**src/design/breath_cycle_sequencer_core_defines.svh**
```systemverilog
// ----------------------------------------------------------------------------
// Breath cycle sequencer assertion macros
// Concurrent check wrappers; empty bodies in synthesis builds.
// ----------------------------------------------------------------------------
`ifndef BREATH_CYCLE_SEQUENCER_CORE_DEFINES_SVH
`define BREATH_CYCLE_SEQUENCER_CORE_DEFINES_SVH

`ifndef SYNTHESIS
// check held off while reset is asserted
`define BCS_ASSERT(lbl, clk, rst_n, prop, msg) \
  lbl: assert property (@(posedge clk) disable iff (!rst_n) prop) else $error(msg);
// check that also runs during reset
`define BCS_ASSERT_ALWAYS(lbl, clk, prop, msg) \
  lbl: assert property (@(posedge clk) prop) else $error(msg);
`else
`define BCS_ASSERT(lbl, clk, rst_n, prop, msg)
`define BCS_ASSERT_ALWAYS(lbl, clk, prop, msg)
`endif

`endif

```
**src/design/bcs_pkg.sv**
```systemverilog
// ----------------------------------------------------------------------------
// Breath cycle sequencer package
// Phase, command and register codes, widths and reset values.
// ----------------------------------------------------------------------------
package bcs_pkg;

  localparam int TICK_WIDTH = 16;
  localparam int PEEP_HYST  = 8;

  localparam int PW = 12;  // pressure width
  localparam int CW = 14;  // width for threshold compares

  // recruitment hysteresis: +2 cmH2O / -0.5 cmH2O in 1/16 cmH2O
  localparam logic signed [CW-1:0] RECRUIT_UP   = CW'(32);
  localparam logic signed [CW-1:0] RECRUIT_DOWN = CW'(8);
  localparam logic signed [CW-1:0] PEEP_HYST_C  = CW'(PEEP_HYST);

  typedef enum logic [2:0] {
    PH_HOMING   = 3'd0,
    PH_INIT_INS = 3'd1,
    PH_INS      = 3'd2,
    PH_INIT_EXS = 3'd3,
    PH_EXS      = 3'd4,
    PH_ERROR    = 3'd5
  } phase_e;

  typedef enum logic [1:0] {
    CMD_TICK        = 2'd0,
    CMD_RECRUIT_ON  = 2'd1,
    CMD_RECRUIT_OFF = 2'd2
  } cmd_e;

  typedef enum logic [1:0] {
    MOT_NONE = 2'd0,
    MOT_HIGH = 2'd1,
    MOT_LOW  = 2'd2,
    MOT_STOP = 2'd3
  } motor_e;

  typedef enum logic [1:0] {
    VOL_NONE       = 2'd0,
    VOL_RESET      = 2'd1,
    VOL_SAVE_RESET = 2'd2
  } volume_e;

  typedef enum logic [2:0] {
    CFG_INSP_TICKS      = 3'd0,
    CFG_EXP_TICKS       = 3'd1,
    CFG_RECRUIT_TICKS   = 3'd2,
    CFG_TARGET_PIP      = 3'd3,
    CFG_TARGET_PEEP     = 3'd4,
    CFG_RECRUIT_PIP     = 3'd5,
    CFG_ALARM_PRESSURE  = 3'd6,
    CFG_RELIEF_PRESSURE = 3'd7
  } cfg_idx_e;

  localparam logic [15:0]          RST_INSP_TICKS    = 16'd100;
  localparam logic [15:0]          RST_EXP_TICKS     = 16'd200;
  localparam logic [15:0]          RST_RECRUIT_TICKS = 16'd400;
  localparam logic signed [PW-1:0] RST_TARGET_PIP    = 12'sd320;
  localparam logic signed [PW-1:0] RST_TARGET_PEEP   = 12'sd80;
  localparam logic signed [PW-1:0] RST_RECRUIT_PIP   = 12'sd640;
  localparam logic signed [PW-1:0] RST_ALARM_PRESS   = 12'sd960;
  localparam logic signed [PW-1:0] RST_RELIEF_PRESS  = 12'sd1040;

  function automatic logic signed [CW-1:0] sx(input logic signed [PW-1:0] v);
    return {{(CW-PW){v[PW-1]}}, v};
  endfunction

endpackage

```
**src/design/breath_cycle_sequencer_core.sv**
```systemverilog
// ----------------------------------------------------------------------------
// Breath cycle sequencer core
// Homing / insufflation / exsufflation phase sequencer with valve hysteresis,
// overpressure alarm and PID / motor / volume command generation.
// ----------------------------------------------------------------------------
//  channel | direction | handshake             | payload
//  --------+-----------+-----------------------+-------------------------------
//  in      | input     | in_valid_i/in_stall_o | cmd, pressure, sensor_ok, endstop
//  out     | output    | out_valid_o/out_stall_i | phase ... sensor_error
//  cfg     | input     | cfg_we_i              | cfg_index_i, cfg_data_i
//
//  One beat per clock while in_stall_o is low: state and result register load
//  at the edge that accepts the input beat, result visible the next cycle.
//  The result register is the only buffer; in_stall_o rises only while a
//  result is held and the sink stalls, so a beat enters every cycle otherwise.
//  rst_ni (async, active low) returns to homing with the documented
//  register defaults and an empty result register.
// ----------------------------------------------------------------------------
`include "breath_cycle_sequencer_core_defines.svh"

module breath_cycle_sequencer_core
  import bcs_pkg::*;
(
  input  logic                 clk_i,
  input  logic                 rst_ni,
  // configuration
  input  logic                 cfg_we_i,
  input  logic [2:0]           cfg_index_i,
  input  logic [15:0]          cfg_data_i,
  // input beats
  input  logic                 in_valid_i,
  output logic                 in_stall_o,
  input  logic [1:0]           cmd_i,
  input  logic signed [PW-1:0] pressure_i,
  input  logic                 sensor_ok_i,
  input  logic                 endstop_open_i,
  // result beats
  output logic                 out_valid_o,
  input  logic                 out_stall_i,
  output logic [2:0]           phase_o,
  output logic                 valve_open_o,
  output logic                 alarm_over_o,
  output logic signed [PW-1:0] pid_setpoint_o,
  output logic                 pid_enable_o,
  output logic                 pid_clear_o,
  output logic [1:0]           motor_command_o,
  output logic [1:0]           volume_command_o,
  output logic                 homing_request_o,
  output logic                 sensor_error_o
);

  localparam logic [TICK_WIDTH-1:0] TICK_MAX = '1;

  // --------------------------------------------------------------------------
  // configuration registers
  // --------------------------------------------------------------------------
  logic [15:0]          insp_ticks_q, exp_ticks_q, recruit_ticks_q;
  logic signed [PW-1:0] target_pip_q, target_peep_q, recruit_pip_q;
  logic signed [PW-1:0] alarm_press_q, relief_press_q;

  always_ff @(posedge clk_i or negedge rst_ni) begin
    if (!rst_ni) begin
      insp_ticks_q    <= RST_INSP_TICKS;
      exp_ticks_q     <= RST_EXP_TICKS;
      recruit_ticks_q <= RST_RECRUIT_TICKS;
      target_pip_q    <= RST_TARGET_PIP;
      target_peep_q   <= RST_TARGET_PEEP;
      recruit_pip_q   <= RST_RECRUIT_PIP;
      alarm_press_q   <= RST_ALARM_PRESS;
      relief_press_q  <= RST_RELIEF_PRESS;
    end else if (cfg_we_i) begin
      case (cfg_idx_e'(cfg_index_i))
        CFG_INSP_TICKS:      insp_ticks_q    <= cfg_data_i;
        CFG_EXP_TICKS:       exp_ticks_q     <= cfg_data_i;
        CFG_RECRUIT_TICKS:   recruit_ticks_q <= cfg_data_i;
        CFG_TARGET_PIP:      target_pip_q    <= cfg_data_i[PW-1:0];
        CFG_TARGET_PEEP:     target_peep_q   <= cfg_data_i[PW-1:0];
        CFG_RECRUIT_PIP:     recruit_pip_q   <= cfg_data_i[PW-1:0];
        CFG_ALARM_PRESSURE:  alarm_press_q   <= cfg_data_i[PW-1:0];
        CFG_RELIEF_PRESSURE: relief_press_q  <= cfg_data_i[PW-1:0];
        default: ;
      endcase
    end
  end

  // --------------------------------------------------------------------------
  // handshake
  // --------------------------------------------------------------------------
  logic out_valid_q;
  logic in_accept;

  assign in_stall_o = out_valid_q & out_stall_i;
  assign in_accept  = in_valid_i & ~in_stall_o;

  // --------------------------------------------------------------------------
  // sequencer state
  // --------------------------------------------------------------------------
  phase_e                phase_q, phase_d;
  logic [TICK_WIDTH-1:0] tick_q, tick_d;
  logic [TICK_WIDTH-1:0] limit_q, limit_d;
  logic                  recruit_q, recruit_d;
  logic                  valve_q, valve_d;
  logic                  alarm_q, alarm_d;

  // per-beat command outputs
  logic signed [PW-1:0]  setpoint;
  logic                  pid_en, pid_clr, homing, err;
  motor_e                motor;
  volume_e               volume;

  // widened compare operands
  logic signed [CW-1:0]  p_w;
  logic                  expired;

  assign p_w     = sx(pressure_i);
  assign expired = (tick_q > limit_q) || (tick_q == TICK_MAX);

  always_comb begin
    phase_d   = phase_q;
    tick_d    = tick_q;
    limit_d   = limit_q;
    recruit_d = recruit_q;
    valve_d   = valve_q;
    alarm_d   = alarm_q;
    setpoint  = '0;
    pid_en    = 1'b0;
    pid_clr   = 1'b0;
    homing    = 1'b0;
    err       = 1'b0;
    motor     = MOT_NONE;
    volume    = VOL_NONE;

    case (cmd_e'(cmd_i))
      CMD_RECRUIT_ON: begin
        recruit_d = 1'b1;
        phase_d   = PH_INIT_INS;
      end
      CMD_RECRUIT_OFF: begin
        recruit_d = 1'b0;
        phase_d   = PH_INIT_EXS;
      end
      CMD_TICK: begin
        // sensor fault overrides the current phase, even homing
        err = ~sensor_ok_i;
        if (err) phase_d = PH_EXS;
        alarm_d = p_w > sx(alarm_press_q);
        if (p_w > sx(relief_press_q)) valve_d = 1'b1;

        case (phase_d)
          PH_HOMING: begin
            valve_d = 1'b1;
            homing  = endstop_open_i;
            tick_d  = '0;
            phase_d = PH_INIT_EXS;
          end
          PH_INIT_INS: begin
            valve_d = 1'b0;
            volume  = VOL_RESET;
            limit_d = TICK_WIDTH'(recruit_q ? recruit_ticks_q : insp_ticks_q);
            motor   = MOT_HIGH;
            pid_clr = 1'b1;
            phase_d = PH_INS;
            tick_d  = '0;
          end
          PH_INS: begin
            if (expired) begin
              motor     = MOT_STOP;
              phase_d   = PH_INIT_EXS;
              tick_d    = '0;
              recruit_d = 1'b0;
            end else begin
              pid_en   = 1'b1;
              setpoint = recruit_q ? recruit_pip_q : target_pip_q;
              if (recruit_q) begin
                if (p_w > sx(recruit_pip_q) + RECRUIT_UP) valve_d = 1'b1;
                else if (p_w < sx(recruit_pip_q) - RECRUIT_DOWN) valve_d = 1'b0;
              end
              if (tick_q != TICK_MAX) tick_d = tick_q + TICK_WIDTH'(1);
            end
          end
          PH_INIT_EXS: begin
            valve_d = 1'b1;
            limit_d = TICK_WIDTH'(exp_ticks_q);
            volume  = VOL_SAVE_RESET;
            motor   = MOT_LOW;
            pid_clr = 1'b1;
            phase_d = PH_EXS;
            tick_d  = '0;
          end
          PH_EXS: begin
            if (expired) begin
              motor   = MOT_STOP;
              phase_d = PH_INIT_INS;
              tick_d  = '0;
            end else begin
              pid_en   = 1'b1;
              setpoint = target_peep_q;
              if (p_w <= sx(target_peep_q) - PEEP_HYST_C) valve_d = 1'b0;
              else if (p_w > sx(target_peep_q) + PEEP_HYST_C) valve_d = 1'b1;
              if (tick_q != TICK_MAX) tick_d = tick_q + TICK_WIDTH'(1);
            end
          end
          default: ;  // error phase: only the checks above
        endcase
      end
      default: ;  // unused command code: no state change
    endcase
  end

  always_ff @(posedge clk_i or negedge rst_ni) begin
    if (!rst_ni) begin
      phase_q   <= PH_HOMING;
      tick_q    <= '0;
      limit_q   <= '0;
      recruit_q <= 1'b0;
      valve_q   <= 1'b0;
      alarm_q   <= 1'b0;
    end else if (in_accept) begin
      phase_q   <= phase_d;
      tick_q    <= tick_d;
      limit_q   <= limit_d;
      recruit_q <= recruit_d;
      valve_q   <= valve_d;
      alarm_q   <= alarm_d;
    end
  end

  // --------------------------------------------------------------------------
  // result register
  // --------------------------------------------------------------------------
  logic [2:0]           out_phase_q;
  logic                 out_valve_q, out_alarm_q;
  logic signed [PW-1:0] out_setpoint_q;
  logic                 out_pid_en_q, out_pid_clr_q, out_homing_q, out_err_q;
  logic [1:0]           out_motor_q, out_volume_q;

  always_ff @(posedge clk_i or negedge rst_ni) begin
    if (!rst_ni) begin
      out_valid_q <= 1'b0;
    end else if (in_accept) begin
      out_valid_q <= 1'b1;
    end else if (!out_stall_i) begin
      out_valid_q <= 1'b0;
    end
  end

  always_ff @(posedge clk_i) begin
    if (in_accept) begin
      out_phase_q    <= phase_d;
      out_valve_q    <= valve_d;
      out_alarm_q    <= alarm_d;
      out_setpoint_q <= setpoint;
      out_pid_en_q   <= pid_en;
      out_pid_clr_q  <= pid_clr;
      out_motor_q    <= motor;
      out_volume_q   <= volume;
      out_homing_q   <= homing;
      out_err_q      <= err;
    end
  end

  assign out_valid_o      = out_valid_q;
  assign phase_o          = out_phase_q;
  assign valve_open_o     = out_valve_q;
  assign alarm_over_o     = out_alarm_q;
  assign pid_setpoint_o   = out_setpoint_q;
  assign pid_enable_o     = out_pid_en_q;
  assign pid_clear_o      = out_pid_clr_q;
  assign motor_command_o  = out_motor_q;
  assign volume_command_o = out_volume_q;
  assign homing_request_o = out_homing_q;
  assign sensor_error_o   = out_err_q;

  // --------------------------------------------------------------------------
  // checks
  // --------------------------------------------------------------------------
  // input side only backs up while a result is held
  `BCS_ASSERT_ALWAYS(a_stall_needs_result, clk_i, (in_stall_o |-> out_valid_q), "stall without held result")
  // a running PID beat never carries a motor or volume command
  `BCS_ASSERT(a_pid_exclusive, clk_i, rst_ni, (out_valid_q && out_pid_en_q |-> out_motor_q == MOT_NONE && out_volume_q == VOL_NONE && !out_pid_clr_q), "pid beat with motion command")
  // a sensor fault always lands in exsufflation or its timeout successor
  `BCS_ASSERT(a_err_phase, clk_i, rst_ni, (out_valid_q && out_err_q |-> out_phase_q == PH_EXS || out_phase_q == PH_INIT_INS), "sensor error left wrong phase")

endmodule

```
**config.mk**
```make
export PLATFORM = sky130hd
export DESIGN_NAME = breath_cycle_sequencer_core
export DESIGN_NICKNAME = d
export VERILOG_FILES = /design/src/design/bcs_pkg.sv /design/src/design/breath_cycle_sequencer_core.sv
export VERILOG_INCLUDE_DIRS = /design/src /design/src/design
export SDC_FILE = /design/constraint.sdc
export NUM_CORES = 1
export LEC_CHECK = 0
export ABC_AREA = 1
export BUFFER_PORTS_ARGS = -buffer_cell sky130_fd_sc_hd__buf_4
export CAP_MARGIN = 10
export CORE_MARGIN = 5
export CORE_UTILIZATION = 66
export DETAILED_ROUTE_END_ITERATION = 16
export HOLD_SLACK_MARGIN = 0.08
export PLACE_DENSITY = 0.95
export SLEW_MARGIN = 0
export SYNTH_ARGS = -nofsm -noshare
export SYNTH_HDL_FRONTEND = slang
export SYNTH_SLANG_ARGS = --single-unit
```
**constraint.sdc**
```tcl
create_clock -name clk_i -period 6.8 [get_ports clk_i]
set_input_delay 1.02 -clock clk_i [delete_from_list [all_inputs] [get_ports clk_i]]
set_output_delay 1.02 -clock clk_i [all_outputs]
set_load 0.02 [all_outputs]
```
; ---- Word-level counts from Yosys, hierarchy flattened
; Cells that the tools add are included.
[totals]
regBits = 172
latchBits = 0
ram_bits = 0
romBits = 0
in_bits = 40
out_inout_bits = 27
elab_cells = 120
n_memories = 0
[op_classes]
n_addsub = 5
multipliers = 0
div = 0
n_lt_le_gt_ge = 7
n_eq_ne = 19
shift = 0
muxes = 36
bitwise_logic = 4
n_reduce_logical = 24
[op_table]
columns = op, n
row1 = one-hot mux 16 bit (2 select lines), 2
row2 = two-way mux 16 bit, 3
row3 = two-way mux 12 bit, 3
row4 = greater-than comparator 12 x 13 -> 1 bit, 2
row5 = "subtractor 12 x 5 -> 13 bit, second input constant", 2
row6 = greater-than comparator 12 bit, 2
row7 = one-hot mux 12 bit (2 select lines), 1
row8 = AND reduction 2 bit, 10
row9 = "adder 16 x 1 -> 16 bit, second input constant", 1
row10 = "equality test 16 bit, second input constant", 1
row11 = greater-than comparator 16 bit, 1
row12 = two-way mux 1 bit, 16
row13 = "!= test 16 bit, second input constant", 1
row14 = "equality test 3 bit, second input constant", 5
row15 = one-hot mux 3 bit (5 select lines), 1
row16 = "adder 12 x 5 -> 13 bit, second input constant", 1
row17 = "adder 12 x 7 -> 13 bit, second input constant", 1
row18 = <= comparator 12 x 13 -> 1 bit, 1
row19 = less-than comparator 12 x 13 -> 1 bit, 1
row20 = "equality test 3 x 2 -> 1 bit, second input constant", 4
row21 = two-way mux 3 bit, 4
row22 = one-hot mux 3 bit (3 select lines), 1
row23 = AND reduction 4 bit, 2
row24 = "equality test 3 x 1 -> 1 bit, second input constant", 2
row25 = 20 further kinds, 27

; ---- Longest topological paths before layout
; Gate-level depths: netlist of the first run.
[depth]
ltp_word = 8
depth_mapped = 23
depth_no_buf = 23

; ---- Worst setup path before layout of the first run
; No wires, ideal clock.
[synth_path]
path_kind = reg-to-reg
start = reg recruit_pip_q[5]
end = reg out_valve_q (netlist: valve_open_o), data pin
setup_ps = 255
t_arrival_ps = 2551
t_required_ps = 6545
setup_slack_ps = 3994
path_stages_with_launch = 21
n_path_buf = 0
period_less_slack_ps = 2806
path_cell_list = dfrtp_1 > inv_1 > ha_1 > a21boi_0 > nand3_1 > nor3_1 > xor2_1 > ha_1 > nand2_1 > inv_1 > nand2_1 > nand2_1 > a21oi_1 > nand2_1 > nand2_1 > nand3_1 > nand2_1 > nand4_1 > nand2_1 > nand3_1 > and2_1
[synth_via]
elab_chain_len = 8
word_cells_on_any_way = 10
cone_classes = add/sub (2) / order compare (2) / mux (6)
[synth_rtl]
columns = element, line_no
row1 = "start, declared", breath_cycle_sequencer_core.sv:58  ; logic signed [PW-1:0] target_pip_q, target_peep_q, recruit_pip_q;
row2 = "start signal, assigned", breath_cycle_sequencer_core.sv:78  ; CFG_RECRUIT_PIP: recruit_pip_q <= cfg_data_i[PW-1:0];
row3 = subtractor 12 x 5 -> 13 bit, breath_cycle_sequencer_core.sv:176  ; else if (p_w < sx(recruit_pip_q) - RECRUIT_DOWN) valve_d = 1'b0;
row4 = less-than comparator 12 x 13 -> 1 bit, breath_cycle_sequencer_core.sv:176
row5 = two-way mux 1 bit, breath_cycle_sequencer_core.sv:176
row6 = two-way mux 1 bit (*), breath_cycle_sequencer_core.sv:175  ; if (p_w > sx(recruit_pip_q) + RECRUIT_UP) valve_d = 1'b1;
row7 = two-way mux 1 bit (*), breath_cycle_sequencer_core.sv:174  ; if (recruit_q) begin
row8 = two-way mux 1 bit (*), breath_cycle_sequencer_core.sv:166  ; if (expired) begin
row9 = one-hot mux 1 bit (4 select lines) (*), breath_cycle_sequencer_core.sv:149  ; case (phase_d)
row10 = two-way mux 1 bit (*), breath_cycle_sequencer_core.sv:133  ; case (cmd_e'(cmd_i))
row11 = net valve_d, breath_cycle_sequencer_core.sv:102  ; logic valve_q, valve_d;
row12 = "end signal, assigned", breath_cycle_sequencer_core.sv:250  ; out_valve_q <= valve_d;
row13 = "end, declared", breath_cycle_sequencer_core.sv:232  ; logic out_valve_q, out_alarm_q;
; Mark *: on every way through the listed nets, which the timed path passes. The rest lies on a longest branch.
; A chain may end at the register's enable or synchronous reset.

; ---- Worst setup path in the final report of the first run
[layout_path]
start = reg target_peep_q[5]
end = reg out_valve_q (netlist: valve_open_o), data pin
[layout_via]
elab_chain_len = 7
word_cells_on_any_way = 9
cone_classes = add/sub (2) / order compare (2) / mux (5)
[layout_rtl]
columns = element, line_no
row1 = "start, declared", breath_cycle_sequencer_core.sv:58
row2 = "start signal, assigned", breath_cycle_sequencer_core.sv:77  ; CFG_TARGET_PEEP: target_peep_q <= cfg_data_i[PW-1:0];
row3 = adder 12 x 5 -> 13 bit, breath_cycle_sequencer_core.sv:199  ; else if (p_w > sx(target_peep_q) + PEEP_HYST_C) valve_d = 1'b1;
row4 = greater-than comparator 12 x 13 -> 1 bit, breath_cycle_sequencer_core.sv:199
row5 = two-way mux 1 bit, breath_cycle_sequencer_core.sv:199
row6 = two-way mux 1 bit (*), breath_cycle_sequencer_core.sv:198  ; if (p_w <= sx(target_peep_q) - PEEP_HYST_C) valve_d = 1'b0;
row7 = two-way mux 1 bit (*), breath_cycle_sequencer_core.sv:191  ; if (expired) begin
row8 = one-hot mux 1 bit (4 select lines) (*), breath_cycle_sequencer_core.sv:149
row9 = two-way mux 1 bit (*), breath_cycle_sequencer_core.sv:133
row10 = net valve_d, breath_cycle_sequencer_core.sv:102
; Marked as above.

==> results.md, run 1 <==
- The wire length of the first global-routing pass is 43100 microns.
- For this run, the register share of the synthesized area comes to 0.441.
- The die width is 134 microns.
- The number of placement rows is 45.
- After clock tree synthesis, the clock-pin slew on the worst setup and hold paths is 70 ps.
- Once the clock tree was built, the resizer swapped 0 gates to a different size.
- The design draws 3360 uW.
- For this design, the CTS-stage hold fixing added 0 buffers.
- The port buffer count is 66.
- The number of hold violations in the final report is 0.
- The arrival time at the worst endpoint is 3550 ps.
- The vertical die dimension is 134 microns.
- The core utilization of the finished layout is 0.749.
- The clock reaches the later pin of the worst-skew pair after 440 ps.
- The most numerous cell on the critical path is sky130_fd_sc_hd__nand2_1.
- At the end of routability-driven placement, the weighted congestion stood at 0.970.
- The library cell with the largest summed area after synthesis is sky130_fd_sc_hd__dfrtp_1.
- The cell sitting at the root of the clock tree is a sky130_fd_sc_hd__clkbuf_16.
- The kind of path behind the tightest hold check is reg -> reg.
- The final route contains 9145 vias.
- In the final layout, the share of cells above drive strength 1 is 0.119.
- The number of warnings printed during yosys synthesis is 0.
- Measured against its own limit, the worst slew margin works out to 0.245.
- The kind of critical path is reg -> reg.
- After detailed routing, the number of remaining DRC violations is 0.
- Counting the buffers created by CTS gives 17.
- No sink is reached through more buffers than the 2 on the longest clock path.
- Dividing the synthesized area by the synthesized cell count gives 8.09 sq um.
- The slowest cell on the critical path is sky130_fd_sc_hd__dfrtp_1.
- Clock tree synthesis found a total of 172 sinks.
- The flip-flop and latch area is 4460 sq um.
- From synthesis to final layout, the design area changed by 11.8%.
- Across the routed clock network, the largest skew measured is 7.40 ps.
- The count of TritonRoute iterations in the first routing pass is 6.
- After technology mapping, the gate count stands at 1250.
- The routed design has 26100 microns of wire.
- In the routed layout, each cell is associated on average with a via count of 6.10.
- The leakage power total is 0.00558 uW.
- In this run, synthesis produced a sequential element count of 172.
- The post-synth net total is 1386.
- After synthesis the cells add up to 10100 sq um.
- The cell area after placement is 10700 sq um.
- The overall global routing resource usage is 0.301.
- The worst setup path is launched from a flop.
- The delay of the slowest cell on the worst path is 550 ps.
- The worst setup path is captured at a flop.
- The core region is 15100 sq um.
- For this design the ratio of total power to cell area is 297 nW/um^2.
- Yosys attributes the largest share of cell area to sky130_fd_sc_hd__dfrtp_1 (31%), sky130_fd_sc_hd__nand2_1 (12%), sky130_fd_sc_hd__ha_1 (12%), sky130_fd_sc_hd__edfxtp_1 (7.4%), sky130_fd_sc_hd__o21ai_0 (7.3%).
- The global-route congestion overflow total is 0.
- The initial antenna violation count is 0.
- In the synthesized netlist the dominant register cell turns out to be sky130_fd_sc_hd__dfrtp_1.
- The count of inserted antenna diode cells is 0.
- In this run the count of I/O pins placed on the die edge is 67.
- Fill cells in the final layout number 982.
- Of the post-synthesis cell area, the dominant cell type holds 0.312.
- The data required time of the worst path is 7000 ps.
- The worst path in the final design needs a cycle of 3350 ps, including I/O delays and setup.
- Hold is met by 486 ps.
- After the last flow step, the layout net total stands at 1433.
- The count of distinct cell types in the synthesized netlist is 41.
- The final cell area excluding filler cells is 11300 sq um.
- Along the worst path, the maximum fanout reaches 6.
- The number of H-tree branching levels is 4.
- The final total negative setup slack is 0 ps.
- Entering global routing, the biggest net connects 109 pins.
- The count of nets left with antenna violations once routing finished came out at 0.
- Post-CTS timing repair inserted 0 buffers for setup.
- The area of combinational cells with multiple inputs is 4880 sq um.
- Across the run, the number of max-cap violations was 0.
- Yosys mapped a number of flops with a built-in enable equal to 25.
- The iteration-0 DRC count of the detailed router is 1043.
- The flow ran to the end, and the final reports show no timing, DRC or antenna violations.
- By instance count, the leading cell after synthesis is sky130_fd_sc_hd__nand2_1.
- In the synthesized netlist, the cells that appear most often are sky130_fd_sc_hd__nand2_1 (322), sky130_fd_sc_hd__inv_1 (157), sky130_fd_sc_hd__o21ai_0 (147), sky130_fd_sc_hd__dfrtp_1 (126), sky130_fd_sc_hd__ha_1 (96).
- The proportion of register bits with asynchronous set or reset after synthesis is 0.855.
- The final routed wire length divided by cell count is 17.4 microns.
- The area enclosed by the die boundary is 17900 sq um.
- For this run, the top clock speed supported by timing is 299 MHz.
- The maximum vdd drop is 191 uV.
- The transition time of the tightest slew-check pin is 1130 ps.
- Setup repair after global routing left no endpoint under its margin.
- After legalization and detailed placement, the total HPWL measured 17600 microns.
- The final count of pins violating max slew is 0.
- The period utilization is 0.493.
- Setup violations remaining at the end of the flow were counted as 0.
- Walking the worst path, the cells encountered are inv_1, nor3_1, nand3_1, nor2_1, nand2_1, o21ai_0, ha_1, nand2_1, nor2_1, inv_1, nor2_1, nand2_1, nand3_1, a21oi_1, nand2_1, nand2_1, a21oi_1, nand3_1, and2_1.
- The CTS tree is yes.
- The initial core utilization is 0.670.
- The via count of the first global-routing pass is 9112.
cells in the final DEF (no fill, tap or decap), drive strengths merged, types with 2 or more instances in the layout:
master,Yosys,final
a21o,2,2
a21oi,48,48
a31o,16,16
a31oi,5,5
and3,2,2
buf,4,70
clkbuf,38,20
clkinv,1,6
clkinvlp,0,3
dfrtp,126,126
dfstp,21,21
edfxtp,25,25
ha,96,96
inv,164,167
nand2,326,326
nand3,46,46
nand3b,2,2
nand4,11,11
nor2,91,91
nor3,20,20
o21ai,147,147
o21bai,2,2
o22ai,12,12
xnor2,4,4
xor2,30,30
cells by family after synthesis:
family	after synthesis	share of synthesized area
AND/OR/NAND/NOR	502	0.205
AO/OA/AOI/OAI	239	0.129
buffers and inverters	207	0.0772
flip-flops	172	0.441
adder cells (fa/ha/maj)	96	0.119
XOR/XNOR	34	0.0294
through the flow:
| stage | instances | worst slack (ps) |
|---|---|---|
| 6_report | 1498 | 3450 |
| 5_1_grt | 1498 | 3170 |
| 3_3_place_gp | 1465 | 3420 |
| 2_1_floorplan | 1250 | 3990 |
| 3_5_place_dp | 1465 | 3160 |
| 4_1_cts | 1497 | 3540 |
state kept, by name, indices dropped and copies added, names as in the netlist, 16 cells and up:
signal,count
insp_ticks_q,16
recruit_ticks_q,16
limit_q,16
tick_q,16
exp_ticks_q,16
final timing paths:
path / endpoint / cells after the start / from / slack [ps]
max: valve_open_o / 19 / target_peep_q[5] / 3450
min: insp_ticks_q[1] / 2 / insp_ticks_q[1] / 490
max reg2reg: valve_open_o / 19 / target_peep_q[5] / 3450
min reg2reg: insp_ticks_q[1] / 2 / insp_ticks_q[1] / 490
max in group asynchronous: insp_ticks_q[2] / 2 / rst_ni / 5080
min in group asynchronous: relief_press_q[9] / 1 / rst_ni / 650
critical path, delay by kind of cell (launching register included):
kind                     cells  cell delay [ps]
flip-flops                   1              550
AO/OA/AOI/OAI                3              370
adder cells (fa/ha/maj)      1              240
buffers and inverters        2              210
AND/OR/NAND/NOR             13             1720
report_power, final:
part           switching (uW)  internal, uW  total [uW]  leakage [uW]
Sequential                133          1250        1380       0.00208
Clock                     423           538         961      0.000278
Combinational             651           366        1020       0.00322
Total                    1210          2150        3360       0.00558
layer usage:
| metal | up-vias | global-route usage | share of wire |
|---|---|---|---|
| met5 | - | 0 | 0 |
| met4 | 0 | 0.175 | 0.050 |
| met3 | 142 | 0.0548 | 0.097 |
| met2 | 556 | 0.486 | 0.47 |
| met1 | 4274 | 0.383 | 0.38 |
| li1 | 4173 | - | - |
cell type report:
cell class / count / area share
multi-input cells: 871 / 0.432
well taps: 188 / 0.0208
repair buffers: 70 / 0.0471
clock inverters: 12 / 0.00996
flip-flops and latches: 172 / 0.394
inverters: 165 / 0.0548
clock buffers: 20 / 0.0414
(Power assumes the default switching activity.)
==> run 2, diff against run 1 <==
Settings changed: CORE_UTILIZATION 66 to 56, PLACE_DENSITY 0.95 to 0.88.
Clock period 6.8 ns to 2.9 ns, I/O delays scaled along.
==> results.md, run 2 (same netlist as run 1, synthesis figures left out) <==
- The maximum achievable frequency is 334 MHz.
- Prior to clock tree synthesis, the placed netlist has a worst setup slack of -121 ps.
- The final routed wire length divided by cell count is 16.8 microns.
- The power per standard cell area is 685 nW/um^2.
- The count of TritonRoute iterations in the first routing pass is 6.
- The detail route stage leaves a number of antenna-violating nets equal to 0.
- The clock insertion delay at the later pin of the skew report is 440 ps.
- The flip-flop and latch area is 4460 sq um.
- Summing all multi-input logic gate instances after layout gives 5070 sq um.
- The initial core utilization is 0.565.
- The maximum number of pins on one net before global-route repair is 66.
- The run finished, with violations left.
- In this run the clock root is driven by a sky130_fd_sc_hd__clkbuf_16.
- The via count of the first global-routing pass was 8793.
- The core region is 17900 sq um.
- The total vias in the final route is 9154.
- The tightest min-delay check is of the in -> reg type.
- The post-detailed-route DRC marker count is 0.
- The data required time of the worst path is 3100 ps.
- For this design the top-level I/O count stands at 67.
- The kind of critical path is reg -> reg.
- The sum of internal, switching and leakage power is 8150 uW.
- The final count of pins violating max slew came to 0.
- The worst setup margin is -95.1 ps.
- The worst setup path is captured at a flop.
- The worst pin sits at a relative slew slack of 0.312.
- The checks that failed: setup timing.
- The floorplan step defined a die boundary enclosing 20800 sq um.
- STA puts the critical path data arrival time at 3200 ps.
- The first global-routing pass estimated 42900 microns of wire.
- The share of cells above drive strength 1 is 0.180.
- At the end of the flow, the number of nets in the layout was 1478.
- The placed instances occupy a cell area of 11000 sq um.
- The die is 144 microns wide.
- Setup repair after global routing could not meet its margin everywhere.
- Buffers inserted during clock tree synthesis total 17.
- The floorplan has 49 rows.
- Global routing finished with a remaining overflow of 0.
- The number of hold violations in the final report is 0.
- The CTS tree is yes.
- The core utilization of the finished layout is 0.664.
- The overall global routing resource usage is 0.261.
- The port buffer count is 66.
- The vertical die dimension is 144 microns.
- The worst-case IR drop observed on VDD is 496 uV.
- The sum of net half-perimeters after detailed placement is 18300 microns.
- At the end of routability-driven placement, the weighted congestion stood at 0.952.
- The count of clock tree sinks is 172.
- Dividing the detail-routed via count by the number of cells gives 5.78.
- The worst path in the final design needs a cycle of 3000 ps, including I/O delays and setup.
- On the final layout, the worst clock skew is 8.62 ps.
- The number of max-cap violations is 0.
- The sum of routed wire length over all layers is 26600 microns.
- The number of failing setup endpoints in the final timing report is 1.
- The final total negative setup slack is -95.1 ps.
- In the layout the commonest cells are sky130_fd_sc_hd__nand2_1 (317), sky130_fd_sc_hd__inv_1 (152), sky130_fd_sc_hd__o21ai_0 (147), sky130_fd_sc_hd__dfrtp_1 (126), sky130_fd_sc_hd__buf_4 (110).
- The number of filler instances in the final layout is 1359.
- The clock passes through at most 2 buffers.
- The number of H-tree branching levels is 4.
- The leakage power total is 0.00582 uW.
- The most common cell after layout, fill and taps aside is sky130_fd_sc_hd__nand2_1.
- In the finished design, the share of the clock period the worst path needs comes to 1.03.
- The transition time of the tightest slew-check pin is 1030 ps.
- The area growth from synthesis to layout is 17.6%.
- In this run the register-to-register setup slack is -100 ps.
- The finished cells cover 11900 sq um.
- The count of inserted antenna diode cells is 0.
- The category of the worst setup path launch point is a flop.
- The initial antenna violation count came to 0.
- Along the worst path, the maximum fanout reaches 4.
- The iteration-0 DRC count of the detailed router is 1011.
- Clock-pin slew was measured on the worst setup and hold paths at 70 ps.
## run 2: layout make-up
cell class,instances,share of cell area
Tap cell,229,0.0241
Multi-Input combinational cell,871,0.426
Clock buffer,18,0.0361
Clock inverter,14,0.0121
Sequential cell,172,0.375
Inverter,165,0.0521
Timing Repair Buffer,115,0.0748
## run 2: timing repair
item | in CTS | in global routing
pin swaps | 15 | 21
hold buffers | 1 | 0
setup endpoints to repair | 1 | 3
endpoints found under the hold margin | 55 | 0
gates resized for setup | 22 | 32
buffers inserted | 4 | 8
## run 2: path summary, 6_finish.rpt
kind,from,endpoint,depth (start not counted)
worst max-delay path,target_peep_q[4],valve_open_o,22
worst min-delay path,in_valid_i,out_valid_o,3
worst max register to register,target_peep_q[4],valve_open_o,22
worst min register to register,target_pip_q[2],target_pip_q[2],2
max in group asynchronous,rst_ni,insp_ticks_q[2],3
min in group asynchronous,rst_ni,relief_press_q[8],2
## run 2: critical path, cell delays in order (launching register included)
cell	delay, ps
sky130_fd_sc_hd__dfstp_2	600
sky130_fd_sc_hd__inv_2	80
sky130_fd_sc_hd__ha_2	190
sky130_fd_sc_hd__nand3_2	100
sky130_fd_sc_hd__nor2_2	50
sky130_fd_sc_hd__nand2_2	80
sky130_fd_sc_hd__nor3_2	50
sky130_fd_sc_hd__xor2_1	150
sky130_fd_sc_hd__ha_1	300
sky130_fd_sc_hd__nand2_2	70
sky130_fd_sc_hd__nor2_4	120
sky130_fd_sc_hd__inv_1	60
sky130_fd_sc_hd__nor2_2	130
sky130_fd_sc_hd__nand2_2	70
sky130_fd_sc_hd__nand2_1	70
sky130_fd_sc_hd__nand2_1	70
sky130_fd_sc_hd__inv_1	60
sky130_fd_sc_hd__nor2_1	40
sky130_fd_sc_hd__nand2_1	60
sky130_fd_sc_hd__nand2_1	60
sky130_fd_sc_hd__a21oi_2	140
sky130_fd_sc_hd__nand3_2	80
sky130_fd_sc_hd__and2_4	140
## run 2: layer usage
metal  global-route usage  up-vias  wire length [microns]
li1                     -     4276                      -
met1                0.353     4358                  11000
met2                0.421      427                  12500
met3               0.0387       93                   2130
met4                0.111        0                    998
met5                    0        -                      0
## run 2: metrics by stage
stage          instances  hold WS (ps)
2_1_floorplan       1250           139
3_3_place_gp        1539           461
3_5_place_dp        1539           458
4_1_cts             1576           204
5_1_grt             1584           215
6_report            1584           207
## run 2: power by group
group / leakage (uW) / internal [uW] / switching [uW]
Sequential: 0.00208 / 2920 / 278
Combinational: 0.00347 / 1020 / 1660
Clock: 0.000276 / 1270 / 995
Total: 0.00582 / 5210 / 2930
